--- src/tst_pkg.sv ---
// shared types and constants for the two-region slot table
`timescale 1ns / 1ps

package tst_pkg;

    localparam int SLOTS       = 64;
    localparam int SLOT_BITS   = 6;
    localparam int HANDLE_BITS = 16;
    localparam int COUNT_BITS  = 7;

    typedef enum logic [1:0] {
        FUNC_ADD     = 2'd0,
        FUNC_DELETE  = 2'd1,
        FUNC_ENABLE  = 2'd2,
        FUNC_DISABLE = 2'd3
    } t_func;

    typedef enum logic [1:0] {
        STAT_DONE         = 2'd0,
        STAT_FULL         = 2'd1,
        STAT_NOT_OCCUPIED = 2'd2,
        STAT_ALREADY      = 2'd3
    } t_status;

    typedef struct packed {
        t_func                  func;
        logic [SLOT_BITS-1:0]   slot;
        logic [HANDLE_BITS-1:0] handle;
    } t_in_item;

    typedef struct packed {
        t_status                status;
        logic                   moved;
        logic [HANDLE_BITS-1:0] moved_handle;
        logic [SLOT_BITS-1:0]   new_slot;
        logic [COUNT_BITS-1:0]  active_total;
        logic                   last;
    } t_out_item;

    typedef struct packed {
        logic                   we;
        logic [SLOT_BITS-1:0]   waddr;
        logic [HANDLE_BITS-1:0] wdata;
        logic [SLOT_BITS-1:0]   raddr;
    } t_mem_req;

endpackage

--- src/tst_ram.sv ---
// generic single-write, single-read ram with registered read data
`timescale 1ns / 1ps

module tst_ram #(
    parameter int WIDTH = 16,
    parameter int DEPTH = 64
) (
    input  logic                     i_clk,
    input  logic                     i_we,
    input  logic [$clog2(DEPTH)-1:0] i_waddr,
    input  logic [WIDTH-1:0]         i_wdata,
    input  logic [$clog2(DEPTH)-1:0] i_raddr,
    output logic [WIDTH-1:0]         o_rdata
);

    logic [WIDTH-1:0] r_mem [DEPTH];
    logic [WIDTH-1:0] r_rdata;

    always_ff @(posedge i_clk) begin
        if (i_we) begin
            r_mem[i_waddr] <= i_wdata;
        end
        r_rdata <= r_mem[i_raddr];
    end

    assign o_rdata = r_rdata;

endmodule

--- src/tst_seq.sv ---
// operation sequencer: region bounds, store moves and result register
`timescale 1ns / 1ps

module tst_seq (
    input  logic                                  i_clk,
    input  logic                                  i_rst_n,
    input  logic                                  i_in_valid,
    output logic                                  o_in_ready,
    input  tst_pkg::t_in_item                     i_in_data,
    output logic                                  o_out_valid,
    input  logic                                  i_out_ready,
    output tst_pkg::t_out_item                    o_out_data,
    output tst_pkg::t_mem_req                     o_mem_req,
    input  logic [tst_pkg::HANDLE_BITS-1:0]       i_mem_rdata
);

    typedef enum logic [3:0] {
        ST_IDLE   = 4'b0001,
        ST_DECODE = 4'b0010,
        ST_MOVE_A = 4'b0100,
        ST_MOVE_B = 4'b1000
    } t_state;

    t_state                              r_state, n_state;
    logic                                r_out_valid, n_out_valid;
    tst_pkg::t_out_item                  r_out, n_out;
    logic [tst_pkg::COUNT_BITS-1:0]      r_active, n_active;
    logic [tst_pkg::SLOT_BITS-1:0]       r_free, n_free;
    tst_pkg::t_func                      r_func, n_func;
    logic [tst_pkg::SLOT_BITS-1:0]       r_slot, n_slot;
    logic [tst_pkg::HANDLE_BITS-1:0]     r_handle, n_handle;
    logic [tst_pkg::SLOT_BITS-1:0]       r_src, n_src;
    logic [tst_pkg::SLOT_BITS-1:0]       r_dst, n_dst;
    logic                                r_single, n_single;

    logic                                out_free;
    logic                                emit;
    tst_pkg::t_out_item                  res;
    tst_pkg::t_mem_req                   mem_req;
    logic                                is_act, is_inact, full;
    logic [tst_pkg::COUNT_BITS-1:0]      act_m1;
    logic [tst_pkg::SLOT_BITS-1:0]       free_p1, free_m1, del_src;

    assign out_free = !r_out_valid || i_out_ready;
    assign act_m1   = r_active - tst_pkg::COUNT_BITS'(1);
    assign free_p1  = r_free + tst_pkg::SLOT_BITS'(1);
    assign free_m1  = r_free - tst_pkg::SLOT_BITS'(1);
    assign is_act   = {1'b0, r_slot} < r_active;
    assign is_inact = r_slot > r_free;
    assign full     = r_active >= {1'b0, r_free};
    assign del_src  = is_act ? act_m1[tst_pkg::SLOT_BITS-1:0] : free_p1;

    always_comb begin
        n_state     = r_state;
        n_out_valid = r_out_valid;
        n_out       = r_out;
        n_active    = r_active;
        n_free      = r_free;
        n_func      = r_func;
        n_slot      = r_slot;
        n_handle    = r_handle;
        n_src       = r_src;
        n_dst       = r_dst;
        n_single    = r_single;
        emit        = 1'b0;
        res         = '0;
        res.last    = 1'b1;
        mem_req       = '0;
        mem_req.raddr = r_src;

        case (r_state)
            ST_IDLE: begin
                if (i_in_valid) begin
                    n_func   = i_in_data.func;
                    n_slot   = i_in_data.slot;
                    n_handle = i_in_data.handle;
                    n_state  = ST_DECODE;
                end
            end
            ST_DECODE: begin
                mem_req.raddr = (r_func == tst_pkg::FUNC_DELETE) ? del_src : r_slot;
                if (out_free) begin
                    n_state = ST_IDLE;
                    if (r_func == tst_pkg::FUNC_ADD) begin
                        emit = 1'b1;
                        if (full) begin
                            res.status = tst_pkg::STAT_FULL;
                        end else begin
                            mem_req.we     = 1'b1;
                            mem_req.waddr  = r_active[tst_pkg::SLOT_BITS-1:0];
                            mem_req.wdata  = r_handle;
                            res.moved      = 1'b1;
                            res.moved_handle = r_handle;
                            res.new_slot   = r_active[tst_pkg::SLOT_BITS-1:0];
                            n_active       = r_active + tst_pkg::COUNT_BITS'(1);
                        end
                    end else if (!is_act && !is_inact) begin
                        emit       = 1'b1;
                        res.status = tst_pkg::STAT_NOT_OCCUPIED;
                    end else begin
                        case (r_func)
                            tst_pkg::FUNC_DELETE: begin
                                if (is_act) begin
                                    n_active = act_m1;
                                end else begin
                                    n_free = free_p1;
                                end
                                if (del_src == r_slot) begin
                                    emit = 1'b1;
                                end else begin
                                    n_src   = del_src;
                                    n_state = ST_MOVE_B;
                                end
                            end
                            tst_pkg::FUNC_ENABLE: begin
                                if (is_act) begin
                                    emit       = 1'b1;
                                    res.status = tst_pkg::STAT_ALREADY;
                                end else begin
                                    n_dst    = r_active[tst_pkg::SLOT_BITS-1:0];
                                    n_src    = free_p1;
                                    n_single = (free_p1 == r_slot);
                                    n_active = r_active + tst_pkg::COUNT_BITS'(1);
                                    n_free   = free_p1;
                                    n_state  = ST_MOVE_A;
                                end
                            end
                            tst_pkg::FUNC_DISABLE: begin
                                if (is_inact) begin
                                    emit       = 1'b1;
                                    res.status = tst_pkg::STAT_ALREADY;
                                end else begin
                                    n_dst    = r_free;
                                    n_src    = act_m1[tst_pkg::SLOT_BITS-1:0];
                                    n_single = (act_m1[tst_pkg::SLOT_BITS-1:0] == r_slot);
                                    n_active = act_m1;
                                    n_free   = free_m1;
                                    n_state  = ST_MOVE_A;
                                end
                            end
                            default: begin
                                emit = 1'b1;
                            end
                        endcase
                    end
                end
            end
            ST_MOVE_A: begin
                mem_req.raddr = r_slot;
                if (out_free) begin
                    mem_req.raddr    = r_src;
                    mem_req.we       = 1'b1;
                    mem_req.waddr    = r_dst;
                    mem_req.wdata    = i_mem_rdata;
                    emit             = 1'b1;
                    res.moved        = 1'b1;
                    res.moved_handle = i_mem_rdata;
                    res.new_slot     = r_dst;
                    res.last         = r_single;
                    n_state          = r_single ? ST_IDLE : ST_MOVE_B;
                end
            end
            ST_MOVE_B: begin
                if (out_free) begin
                    mem_req.we       = 1'b1;
                    mem_req.waddr    = r_slot;
                    mem_req.wdata    = i_mem_rdata;
                    emit             = 1'b1;
                    res.moved        = 1'b1;
                    res.moved_handle = i_mem_rdata;
                    res.new_slot     = r_slot;
                    n_state          = ST_IDLE;
                end
            end
            default: begin
                n_state = ST_IDLE;
            end
        endcase

        res.active_total = n_active;
        if (emit) begin
            n_out_valid = 1'b1;
            n_out       = res;
        end else if (i_out_ready) begin
            n_out_valid = 1'b0;
        end
    end

    always_ff @(posedge i_clk) begin
        if (!i_rst_n) begin
            r_state     <= ST_IDLE;
            r_out_valid <= 1'b0;
            r_active    <= '0;
            r_free      <= tst_pkg::SLOT_BITS'(tst_pkg::SLOTS - 1);
        end else begin
            r_state     <= n_state;
            r_out_valid <= n_out_valid;
            r_active    <= n_active;
            r_free      <= n_free;
        end
    end

    always_ff @(posedge i_clk) begin
        r_out    <= n_out;
        r_func   <= n_func;
        r_slot   <= n_slot;
        r_handle <= n_handle;
        r_src    <= n_src;
        r_dst    <= n_dst;
        r_single <= n_single;
    end

    assign o_in_ready  = (r_state == ST_IDLE);
    assign o_out_valid = r_out_valid;
    assign o_out_data  = r_out;
    assign o_mem_req   = mem_req;

endmodule

--- src/two_region_slot_table.sv ---
// top level of the two-region slot table
//
// a store of 64 handles kept as dense active slots at the front, a free gap,
// and dense inactive slots at the back; one free slot is always kept
// input channel (i_in_valid / o_in_ready / i_in_data) carries one operation:
// add a handle, delete, enable or disable a slot
// output channel (o_out_valid / i_out_ready / o_out_data) returns one or two
// result transactions per operation; every handle that lands at a new slot
// is reported, and the final transaction of an operation has last set
// order of steps: after accept the sequencer decodes the operation in ST_DECODE;
// add, errors and deletes without a move register their result there, a delete
// that moves registers it in ST_MOVE_B, and enable or disable register one
// result in ST_MOVE_A and, for a two-move operation, the second in ST_MOVE_B
// a new operation is accepted only after the previous one has finished; the
// single read port of the store reads one entry per cycle
// while the receiver stalls, the sequencer holds in its current step and
// o_in_ready stays low until the operation finishes
// reset: synchronous, active low; no active slots, all slots free, the
// store contents are left as they are
`timescale 1ns / 1ps

module two_region_slot_table (
    input  logic               i_clk,
    input  logic               i_rst_n,
    input  logic               i_in_valid,
    output logic               o_in_ready,
    input  tst_pkg::t_in_item  i_in_data,
    output logic               o_out_valid,
    input  logic               i_out_ready,
    output tst_pkg::t_out_item o_out_data
);

    tst_pkg::t_mem_req               mem_req;
    logic [tst_pkg::HANDLE_BITS-1:0] mem_rdata;

    tst_seq u_seq (
        .i_clk       (i_clk),
        .i_rst_n     (i_rst_n),
        .i_in_valid  (i_in_valid),
        .o_in_ready  (o_in_ready),
        .i_in_data   (i_in_data),
        .o_out_valid (o_out_valid),
        .i_out_ready (i_out_ready),
        .o_out_data  (o_out_data),
        .o_mem_req   (mem_req),
        .i_mem_rdata (mem_rdata)
    );

    tst_ram #(
        .WIDTH (tst_pkg::HANDLE_BITS),
        .DEPTH (tst_pkg::SLOTS)
    ) u_store (
        .i_clk   (i_clk),
        .i_we    (mem_req.we),
        .i_waddr (mem_req.waddr),
        .i_wdata (mem_req.wdata),
        .i_raddr (mem_req.raddr),
        .o_rdata (mem_rdata)
    );

endmodule
--- config.mk ---
export PLATFORM = sky130hd
export DESIGN_NAME = two_region_slot_table
export DESIGN_NICKNAME = d
export VERILOG_FILES = /design/src/tst_pkg.sv /design/src/tst_ram.sv /design/src/tst_seq.sv /design/src/two_region_slot_table.sv
export SDC_FILE = /design/constraint.sdc
export NUM_CORES = 1
export LEC_CHECK = 0
export BUFFER_PORTS_ARGS = -buffer_cell sky130_fd_sc_hd__buf_2
export CAP_MARGIN = 30
export CORE_MARGIN = 1
export CORE_UTILIZATION = 30
export DETAILED_ROUTE_END_ITERATION = 12
export HOLD_SLACK_MARGIN = 0.05
export PLACE_DENSITY = 0.43
export SYNTH_ARGS = -nofsm -noshare
export SYNTH_HDL_FRONTEND = slang
export SYNTH_HIERARCHICAL = 1
export SYNTH_SLANG_ARGS = --single-unit
--- constraint.sdc ---
create_clock -name i_clk -period 11.26 [get_ports i_clk]
set_input_delay 1.126 -clock i_clk [delete_from_list [all_inputs] [get_ports i_clk]]
set_output_delay 1.126 -clock i_clk [all_outputs]
set_load 0.1 [all_outputs]
==> impl_results.md, run 1 <==
- Initial DRT Pass Iterations: 7
- Final Setup Violations: 0
- WHS: roughly 0.54 ns
- Vias/cell: roughly 5.1
- Final period utilization: between 50 and 60%
- Synth Warn #: 6
- Routed via count: between 20000 and 25000
- Antenna violations before repair: 6
- Drt drc: 0
- Synth unique cells: 89
- Gpl congestion: approximately 0.86
- Syn avg cell area: between 15 and 20 µm²
- HP Class: in -> reg
- Status: complete, no violations
- Placed cell count: between 4000 and 5000
- Number of global-route vias before repair: around 24000
- Maximum vdd drop: 143.6 µV
- Die ar.: ~0.15 mm²
- Max Slew Vio Count: 0
- CP arrival: around 6.6 ns
- Worst r2r dst: u_store/o_rdata[8]
- R2R Setup Slk: roughly 5.2 ns
- Flops & latches, synth: ~1100
- FP Rows: about 140
- Period minus WS final: about 6.0 ns
- Worst Hold Path EP: u_seq/r_func[0]
- Share of post-route cells with drive strength above 1: between 20% and 30%
- Lkg Pwr: 0.01549 µW
- CP peak stage delay: slightly below 0.7 ns
- Crit path max fanout: 35
- PD cells: 190.3 mW/mm²
- Max Clock Freq: 0.1655 GHz
- Worst Tran Pin Value: between 1 and 1.5 ns
- All-Layer GR Usage: 17.14%
- Min-delay src: i_in_data[22]
- Startpoint class of the critical path: flip-flop
- Setup Buffers After CTS: 0
- Hold Crit Depth: 1
- Net count, final: about 2600
- Relative slew slack: about 28%
- Synthesized cell area: around 0.045 mm²
- Clk sinks: between 1000 and 1500
- Ports: between 60 and 70
- Post-DRT Antenna Nets: 0
- Wire per inst: 28.35 µm
- Final Hold Viols: 0
- CTS buffer count: about 130
- Sequential area share after synthesis: between 70 and 80%
- Slowest CP cell: buf_4
- Initial core utilization: around 30%
- Die Span Y: 390.5 µm
- Hold_buf cts: 0
- Critical path class: reg -> reg
- Starting DRC count in detailed routing: 2231
- H-tree depth: 4
- First-pass GRT wire length: between 150000 and 200000 µm
- Die width: 390.5 µm
- MaxCap Viol Count: 0
- Clock Tree Buf Depth: 3
- Crit. End Element: flip-flop
- Syn nets: roughly 2400
- Area of the core: about 0.15 mm²
- Req. time, crit path: 11.86 ns
- Top FF cell, synth: edfxtp_1
- Worst-skew pair later-pin latency: roughly 0.76 ns
- Drt total wl: 131100 µm
- Largest net degree at the start of global routing: around 120
- IO Port Bufs: slightly above 60
- Post-synth ARST share: 0%
- CTS tree: yes
- R2R depth: 14
- Detailed placer's ending HPWL: around 80000 µm
- RSZ-0062 raised after global routing: no
- TNS Setup: 0 ns
- Gate count of the mapped netlist: between 2000 and 2500
- Non-Filler Instances: 4625
- Area delta synth->final: 16.32%
- Clk slew on worst S/H paths: approximately 0.06 ns
- Setup skew after layout: approximately 0.025 ns
- Post_cts resized: 0
- Post-synth EDFFs: about 1100
- Clk root buf: clkbuf_16
- Critical path, cell by cell: inv_1, ha_1, a21oi_2, o21ai_4, a21oi_4, mux2i_1, o21ai_4, buf_4, buf_4, mux4_2, nor2b_1, a211o_1, a31oi_1, a311oi_1
- R2R Path Start: u_seq/r_active[2]
- Grt total ovfl: 0
- Tot Pwr: around 10000 µW
[cell type report]
cell class	instances	area, µm²
Antenna cell	5	12.51
Clock buffer	173	3613
Clock inverter	66	775.7
Fill cell	13941	97120
Inverter	30	112.6
Multi-Input combinational cell	1038	10930
Sequential cell	1128	33530
Tap cell	2016	2522
Timing Repair Buffer	169	1159
[cell usage after synthesis (all sizes together) (10+ instances only)]
cell | number | share of area [%]
a221oi | 22 | 0.46
edfxtp | 1094 | 73
a22oi | 65 | 1.1
dfxtp | 34 | 1.5
o22ai | 10 | 0.14
a211oi | 16 | 0.30
ha | 26 | 0.72
mux2i | 103 | 2.3
buf | 73 | 1.3
clkbuf | 58 | 0.48
nand2 | 70 | 0.59
a22o | 23 | 0.44
nor4 | 12 | 0.24
xnor2 | 17 | 0.33
a21oi | 49 | 0.59
and4 | 10 | 0.19
mux4 | 223 | 11
a311oi | 13 | 0.25
or3 | 10 | 0.15
nor3 | 16 | 0.21
nor2 | 114 | 1.0
nor2b | 36 | 0.51
a31oi | 13 | 0.18
nand3 | 42 | 0.46
mux2 | 12 | 0.30
o21ai | 36 | 0.42
inv | 29 | 0.24
[logic make-up after synthesis]
logic type,share of synthesized area (%)
DFF,74.07
and+or+nand+nor,4.129
muxes,13.72
AOI/OAI and AO/OA,4.831
buffers and inverters,2.042
adders and majority gates,0.7186
xor gates and xnor gates,0.4837
[per-stage QoR]
stage          worst slack, ns  util [%]  area (µm²)
2_1_floorplan            6.836         -       45270
3_3_place_gp             5.160     32.19       48220
3_5_place_dp             5.091     32.22       48260
4_1_cts                  5.141     35.15       52640
5_1_grt                  4.862     35.15       52640
6_report                 5.218     35.16       52660
[flip-flops by register name, indices dropped and copies added, names as in the netlist]
| name | cells |
|---|---|
| u_seq/o_out_valid | 1 |
| u_seq/r_dst | 6 |
| u_seq/r_free | 6 |
| u_seq/r_active | 7 |
| u_store/o_rdata | 16 |
| u_seq/r_slot | 6 |
| u_seq/r_func | 2 |
| u_seq/r_single | 1 |
| u_seq/o_out_data | 33 |
| u_seq/r_handle | 16 |
| u_seq/r_src | 6 |
| u_store/r_mem | 1024 |
| u_seq/r_state | 4 |
[critical path: cells and delay by family, from the launching register on]
family          cells  cell delay [ns]
flops               1             0.61
compound gates      7             2.25
fa+ha+maj           1             0.38
simple gates        1             0.14
buf+inv             3             1.56
mux                 2             0.84
[where the power goes]
group          internal, µW  leakage [µW]  total (µW)  switching (µW)
combinational           335       0.00432         991             656
clock                  2610       0.00212        4330            1720
sequential             4630       0.00906        4700            74.5
[routing by layer]
metal,track usage [%],vias up,routed length (µm)
li1,-,9952,-
met1,23.33,12730,57370
met2,28.34,715,63920
met3,3.128,165,7381
met4,3.993,0,2451
met5,0,-,0
[worst max-delay path by stage]
stage / slack, ns / startpoint / endpoint
after global placement: 5.16 / i_out_ready / u_store/o_rdata[8]
after CTS: 5.14 / u_seq/r_active[2] / u_store/o_rdata[8]
after detailed placement: 5.09 / i_out_ready / u_store/o_rdata[8]
after floorplan: 6.84 / i_out_ready / u_store/r_mem[28][0]
after global routing: 4.86 / u_seq/r_active[2] / u_store/o_rdata[8]
final: 5.22 / u_seq/r_active[2] / u_store/o_rdata[8]
[cells in the final DEF, fill, tap and decap left out, drive strengths merged, types with 36 or more instances in the layout]
cell and instances:
edfxtp 1094, mux4 223, clkbuf 173, buf 169, nor2 114, mux2i 103
nand2 70, a22oi 65, a21oi 49, nand3 42, inv 37, nor2b 36
o21ai 36, clkinv 36
(Power assumes the default switching activity.)
==> inputs of run 2 (changes only) <==
--- a/config.mk
+++ b/config.mk
@@ -11,7 +11,7 @@
 export CORE_UTILIZATION = 30
 export DETAILED_ROUTE_END_ITERATION = 12
 export HOLD_SLACK_MARGIN = 0.05
-export PLACE_DENSITY = 0.43
+export PLACE_DENSITY = 0.44
 export SYNTH_ARGS = -nofsm -noshare
 export SYNTH_HDL_FRONTEND = slang
 export SYNTH_HIERARCHICAL = 1
==> constraint.sdc (replaced) <==
create_clock -name i_clk -period 5.45 [get_ports i_clk]
set_input_delay 0.545 -clock i_clk [delete_from_list [all_inputs] [get_ports i_clk]]
set_output_delay 0.545 -clock i_clk [all_outputs]
set_load 0.1 [all_outputs]
==> impl_results.md, run 2 (synthesis results as in run 1) <==
- CP peak stage delay: 0.61 ns (-0.07 ns)
- Drt drc: 0 (unchanged)
- Critical path, cell by cell: inv_1, ha_1, nor2b_1, o21ai_0, a21oi_1, o211ai_2, nor2_4, a222oi_1, inv_1, nor2b_2, nand2b_1, nor2_1, buf_4
- FP Rows: 142 (unchanged)
- Slowest CP cell: dfxtp_1
- Largest register FFs: 1024 (unchanged)
- Biggest register: u_store/r_mem
- Final period utilization: 91.97% (+38 points)
- TNS Setup: 0 ns (unchanged)
- Max Clock Freq: 0.1995 GHz (+21%)
- Routed via count: 23806 (+1.0%)
- Die width: 390.5 µm (unchanged)
- Initial DRT Pass Iterations: 6 (-1)
- MaxCap Viol Count: 0 (unchanged)
- Fillers: 13838 (-0.74%)
- Critical path class: reg -> reg
- Area delta synth->final: 18.22%
- Clock Tree Buf Depth: 3 (unchanged)
- Lkg Pwr: 0.01600 µW (+3.3%)
- Net count, final: 2649 (+3.8%)
- Req. time, crit path: 5.88 ns (-5.98 ns)
- Wire per inst: 27.87 µm (-1.7%)
- CP arrival: 5.44 ns (-1.20 ns)
- PD cells: 386.2 mW/mm² (+100%)
- Grt total ovfl: 0 (unchanged)
- Gpl congestion: 0.9188 (+7.2%)
- Worst Tran Pin Value: 1.082 ns (+0.008823 ns)
- Clk slew on worst S/H paths: 0.05 ns (about the same)
- Die Span Y: 390.5 µm (unchanged)
- CTS buffer count: 130 (-0.76%)
- CTS tree: yes
- Setup skew after layout: 0.04198 ns (+0.01665 ns)
- Clk sinks: 1128 (unchanged)
- Starting DRC count in detailed routing: 2083 (-6.6%)
- CP delay by family, top: compound AO/OA/AOI/OAI gates
- Status: complete, no violations
- Reg area: 0.03353 mm² (unchanged)
- Crit path max fanout: 25 (-29%)
- Most frequent cells in the layout: edfxtp_1 (1094), mux4_2 (221), buf_4 (160)
- Max Slew Vio Count: 0 (unchanged)
- Post-DRT Antenna Nets: 0 (unchanged)
- Relative slew slack: 27.10% (-1.4 points)
- H-tree depth: 4 (unchanged)
- Largest net degree at the start of global routing: 65 (-44%)
- Final Hold Viols: 0 (unchanged)
- Startpoint class of the critical path: flip-flop
- First-pass GRT wire length: 187200 µm (+1.3%)
- IO Port Bufs: 62 (unchanged)
- Setup Buffers After CTS: 0 (unchanged)
- Pre-CTS WS: 0.2989 ns (-4.792 ns)
- CP dominant cell by count: inv_1
- All-Layer GR Usage: 17.37% (+0.23 points)
- Multi-input gate area: 0.01089 mm² (-0.37%)
- Final Setup Violations: 0 (unchanged)
- Antenna violations before repair: 4 (-2)
- Crit. End Element: flip-flop
- Share of post-route cells with drive strength above 1: 27.20% (+1.4 points)
- Worst Path Buf+Inv: 3 (unchanged)
- Detailed placer's ending HPWL: 84750 µm (+6.2%)
- Period minus WS final: 5.012 ns (-1.029 ns)
- Vias/cell: 5.050 (-0.87%)
- Worst-skew pair later-pin latency: 0.77 ns (about the same)
- Worst Setup Slack, final: 0.4376 ns (-4.781 ns)
- Area of the core: 0.1498 mm² (unchanged)
- Ports: 63 (unchanged)
- Clk root buf: clkbuf_16
- Most common cell after layout, fill and taps aside: edfxtp_1
- RSZ-0062 raised after global routing: no
- Maximum vdd drop: 322.0 µV (+120%)
- HP Class: in -> reg
- Number of global-route vias before repair: 24501 (+1.3%)
- Die ar.: 0.1525 mm² (unchanged)
- Initial core utilization: 30.22% (unchanged)
- Drt total wl: 131400 µm (+0.19%)
## run 2: worst paths after layout
| path | startpoint | endpoint | slack [ns] | depth (start not counted) |
|---|---|---|---|---|
| min reg2reg | u_seq/r_free[3] | u_seq/r_free[3] | 0.59 | 2 |
| max reg2reg | u_seq/r_active[0] | u_store/r_mem[19][4] | 0.44 | 13 |
| min | i_rst_n | u_seq/r_free[0] | 0.17 | 2 |
| max | u_seq/r_active[0] | u_store/r_mem[19][4] | 0.44 | 13 |
## run 2: power breakdown
group / switching (µW) / internal (µW) / leakage (µW)
sequential: 141 / 9560 / 0.00906
combinational: 1410 / 778 / 0.00485
clock: 3520 / 5260 / 0.00208
## run 2: area by class of cell
cell class,instances,area share (%)
diodes,3,0.01403
inverters,30,0.2104
clock buffers,166,6.528
repair buffers,267,4.049
flip-flops and latches,1128,62.66
clock inverters,66,1.480
multi-input cells,1038,20.35
well taps,2016,4.713
## run 2: layer usage
| metal | global-route usage, % | share of wire, % | vias up |
|---|---|---|---|
| met5 | 0 | 0 | - |
| met4 | 4.335 | 1.7 | 0 |
| met3 | 3.086 | 5.5 | 152 |
| met2 | 28.67 | 49 | 757 |
| met1 | 23.64 | 44 | 12748 |
| li1 | - | - | 10149 |
## run 2: what timing repair did
item	in CTS	in global routing
setup endpoints to repair	0	26
hold endpoints to repair	24	0
hold buffers	24	0
resized for setup	0	2
## run 2: metrics by stage
| step | instance area (µm²) | util [%] | std cells | hold WS (ns) | total power, µW |
|---|---|---|---|---|---|
| floorplan | 45270 | - | 2327 | 0.5111 | 11250 |
| global placement | 48820 | 32.60 | 4445 | 0.5731 | 12060 |
| detailed placement | 48980 | 32.70 | 4455 | 0.5897 | 12060 |
| CTS | 53500 | 35.72 | 4711 | 0.1091 | 20890 |
| global route | 53510 | 35.73 | 4711 | 0.1529 | 21310 |
| finish | 53520 | 35.73 | 4714 | 0.1729 | 20670 |
==> inputs of run 3 (changes only) <==
--- a/config.mk
+++ b/config.mk
@@ -7,11 +7,13 @@
 export LEC_CHECK = 0
 export BUFFER_PORTS_ARGS = -buffer_cell sky130_fd_sc_hd__buf_2
 export CAP_MARGIN = 30
+export CELL_PAD_IN_SITES_DETAIL_PLACEMENT = 0
+export CELL_PAD_IN_SITES_GLOBAL_PLACEMENT = 1
 export CORE_MARGIN = 1
 export CORE_UTILIZATION = 30
 export DETAILED_ROUTE_END_ITERATION = 12
 export HOLD_SLACK_MARGIN = 0.05
-export PLACE_DENSITY = 0.44
+export PLACE_DENSITY = 0.49
 export SYNTH_ARGS = -nofsm -noshare
 export SYNTH_HDL_FRONTEND = slang
 export SYNTH_HIERARCHICAL = 1
==> impl_results.md, run 3 (synthesis results as in run 1) <==
- Biggest register: u_store/r_mem
- Lkg Pwr: 0.01579 µW (-1.3%)
- Worst Tran Pin Value: 1.051 ns (-0.03085 ns)
- Crit. End Element: flip-flop
- Die ar.: 0.1525 mm² (unchanged)
- Drt total wl: 132500 µm (+0.84%)
- Clk root buf: clkbuf_16
- Gpl congestion: 0.8866 (-3.5%)
- Wire per inst: 28.17 µm (+1.1%)
- Detailed placer's ending HPWL: 85220 µm (+0.56%)
- Slowest CP cell: a221oi_1
- Startpoint class of the critical path: flip-flop
- Fin util: 35.49% (-0.24 points)
- Initial DRT Pass Iterations: 6 (unchanged)
- FP Rows: 142 (unchanged)
- HP Class: in -> reg
- Die Span Y: 390.5 µm (unchanged)
- Status: complete, no violations
- Pre-CTS WS: 0.5991 ns (+0.3002 ns)
- Final period utilization: 89.17% (-2.8 points)
- CTS tree: yes
- Critical path class: reg -> reg
- Drt drc: 0 (unchanged)
- Final Setup Violations: 0 (unchanged)
- Period minus WS final: 4.860 ns (-0.1525 ns)
- CP peak stage delay: 0.89 ns (+0.28 ns)
- Antenna violations before repair: 6 (+2)
- Post-DRT Antenna Nets: 0 (unchanged)
- Starting DRC count in detailed routing: 2319 (+11%)
- Relative slew slack: 29.94% (+2.8 points)
- Worst-skew pair later-pin latency: 0.77 ns (about the same)
- TNS Setup: 0 ns (unchanged)
- Setup Buffers After CTS: 0 (unchanged)
- Crit path max fanout: 73 (+190%)
- Grt total ovfl: 0 (unchanged)
- Area delta synth->final: 17.41%
- Most common cell after layout, fill and taps aside: edfxtp_1
- H-tree depth: 4 (unchanged)
- CP arrival: 5.53 ns (+0.09 ns)
- CTS buffer count: 130 (unchanged)
- Net count, final: 2641 (-0.30%)
- Worst Setup Slack, final: 0.5901 ns (+0.1525 ns)
- Ports: 63 (unchanged)
- Critical path, cell by cell: inv_1, ha_1, a21oi_1, a21oi_2, a21oi_4, mux2i_1, a31o_4, buf_4, buf_12, mux2i_1, a221oi_1, a221oi_1, a311oi_1
- Vias/cell: 5.059 (+0.18%)
- PD cells: 378.8 mW/mm² (-1.9%)
- Number of global-route vias before repair: 24465 (-0.15%)
- Tot Pwr: 20130 µW (-2.6%)
- IO Port Bufs: 62 (unchanged)
- Largest register FFs: 1024 (unchanged)
- Routed via count: 23788 (-0.076%)
- Max Slew Vio Count: 0 (unchanged)
- Largest net degree at the start of global routing: 78 (+20%)
- First-pass GRT wire length: 186700 µm (-0.25%)
- Maximum vdd drop: 242.5 µV (-25%)
- MaxCap Viol Count: 0 (unchanged)
- Initial core utilization: 30.22% (unchanged)
- All-Layer GR Usage: 17.41% (+0.034 points)
- RSZ-0062 raised after global routing: no
- Most frequent cells in the layout: edfxtp_1 (1094), mux4_2 (221), buf_4 (152)
- Post_cts resized: 0 (unchanged)
- Area of the core: 0.1498 mm² (unchanged)
- Share of post-route cells with drive strength above 1: 26.28% (-0.92 points)
- Clk slew on worst S/H paths: 0.06 ns (about the same)
- Max Clock Freq: 0.2058 GHz (+3.1%)
- Die width: 390.5 µm (unchanged)
- Clock Tree Buf Depth: 3 (unchanged)
- Final Hold Viols: 0 (unchanged)
- Setup skew after layout: 0.03160 ns (-0.01037 ns)
- Clk sinks: 1128 (unchanged)
- Req. time, crit path: 6.12 ns (+0.24 ns)
[run 3: worst paths after layout]
| path | depth (start not counted) | from | endpoint | slack [ns] |
|---|---|---|---|---|
| max | 13 | u_seq/r_active[5] | u_store/o_rdata[7] | 0.59 |
| min reg2reg | 2 | u_seq/r_free[1] | u_seq/r_free[1] | 0.58 |
| min | 1 | i_in_data[11] | u_seq/r_handle[11] | 0.10 |
| max reg2reg | 13 | u_seq/r_active[5] | u_store/o_rdata[7] | 0.59 |
[run 3: metal layers]
metal / up-vias / share of wire [%] / global-route usage (%)
li1: 10127 / - / -
met1: 12767 / 44 / 23.57
met2: 717 / 47 / 27.66
met3: 173 / 6.3 / 4.230
met4: 4 / 2.3 / 5.084
met5: - / 0.025 / 0
[run 3: repair_timing]
| item | 4_1_cts | 5_1_grt |
|---|---|---|
| endpoints found under the hold margin | 23 | 0 |
| setup endpoints to repair | 0 | 0 |
| hold buffers | 23 | 0 |
[run 3: critical path: cells and delay by family (launching register included)]
kind                       cells  cell delay, ns
DFF                            1            0.54
buffers and inverters          3            0.86
adders and majority gates      1            0.37
AOI/OAI and AO/OA              7            2.35
muxes                          2            0.51
[run 3: report_power, final]
part / internal (µW) / total [µW] / switching [µW]
registers: 9560 / 9670 / 112
clock network: 4750 / 8230 / 3470
logic: 787 / 2240 / 1450
total: 15100 / 20100 / 5040
[run 3: area by class of cell]
| class | instances | area, µm² |
|---|---|---|
| diodes | 3 | 7.507 |
| clock buffers | 170 | 3528 |
| clock inverters | 58 | 451.7 |
| fillers | 13882 | 96630 |
| inverters | 30 | 112.6 |
| multi-input cells | 1038 | 10880 |
| flip-flops and latches | 1128 | 33530 |
| well taps | 2016 | 2522 |
| repair buffers | 259 | 2113 |
[run 3: per-stage QoR]
| stage | std cells | hold WS, ns | area, µm² |
|---|---|---|---|
| 6_report | 4702 | 0.1012 | 53150 |
| 5_1_grt | 4699 | 0.07546 | 53140 |
| 4_1_cts | 4699 | 0.05227 | 53140 |
| 3_5_place_dp | 4448 | 0.5785 | 48930 |
| 3_3_place_gp | 4444 | 0.5545 | 48860 |
| 2_1_floorplan | 2327 | 0.5111 | 45270 |
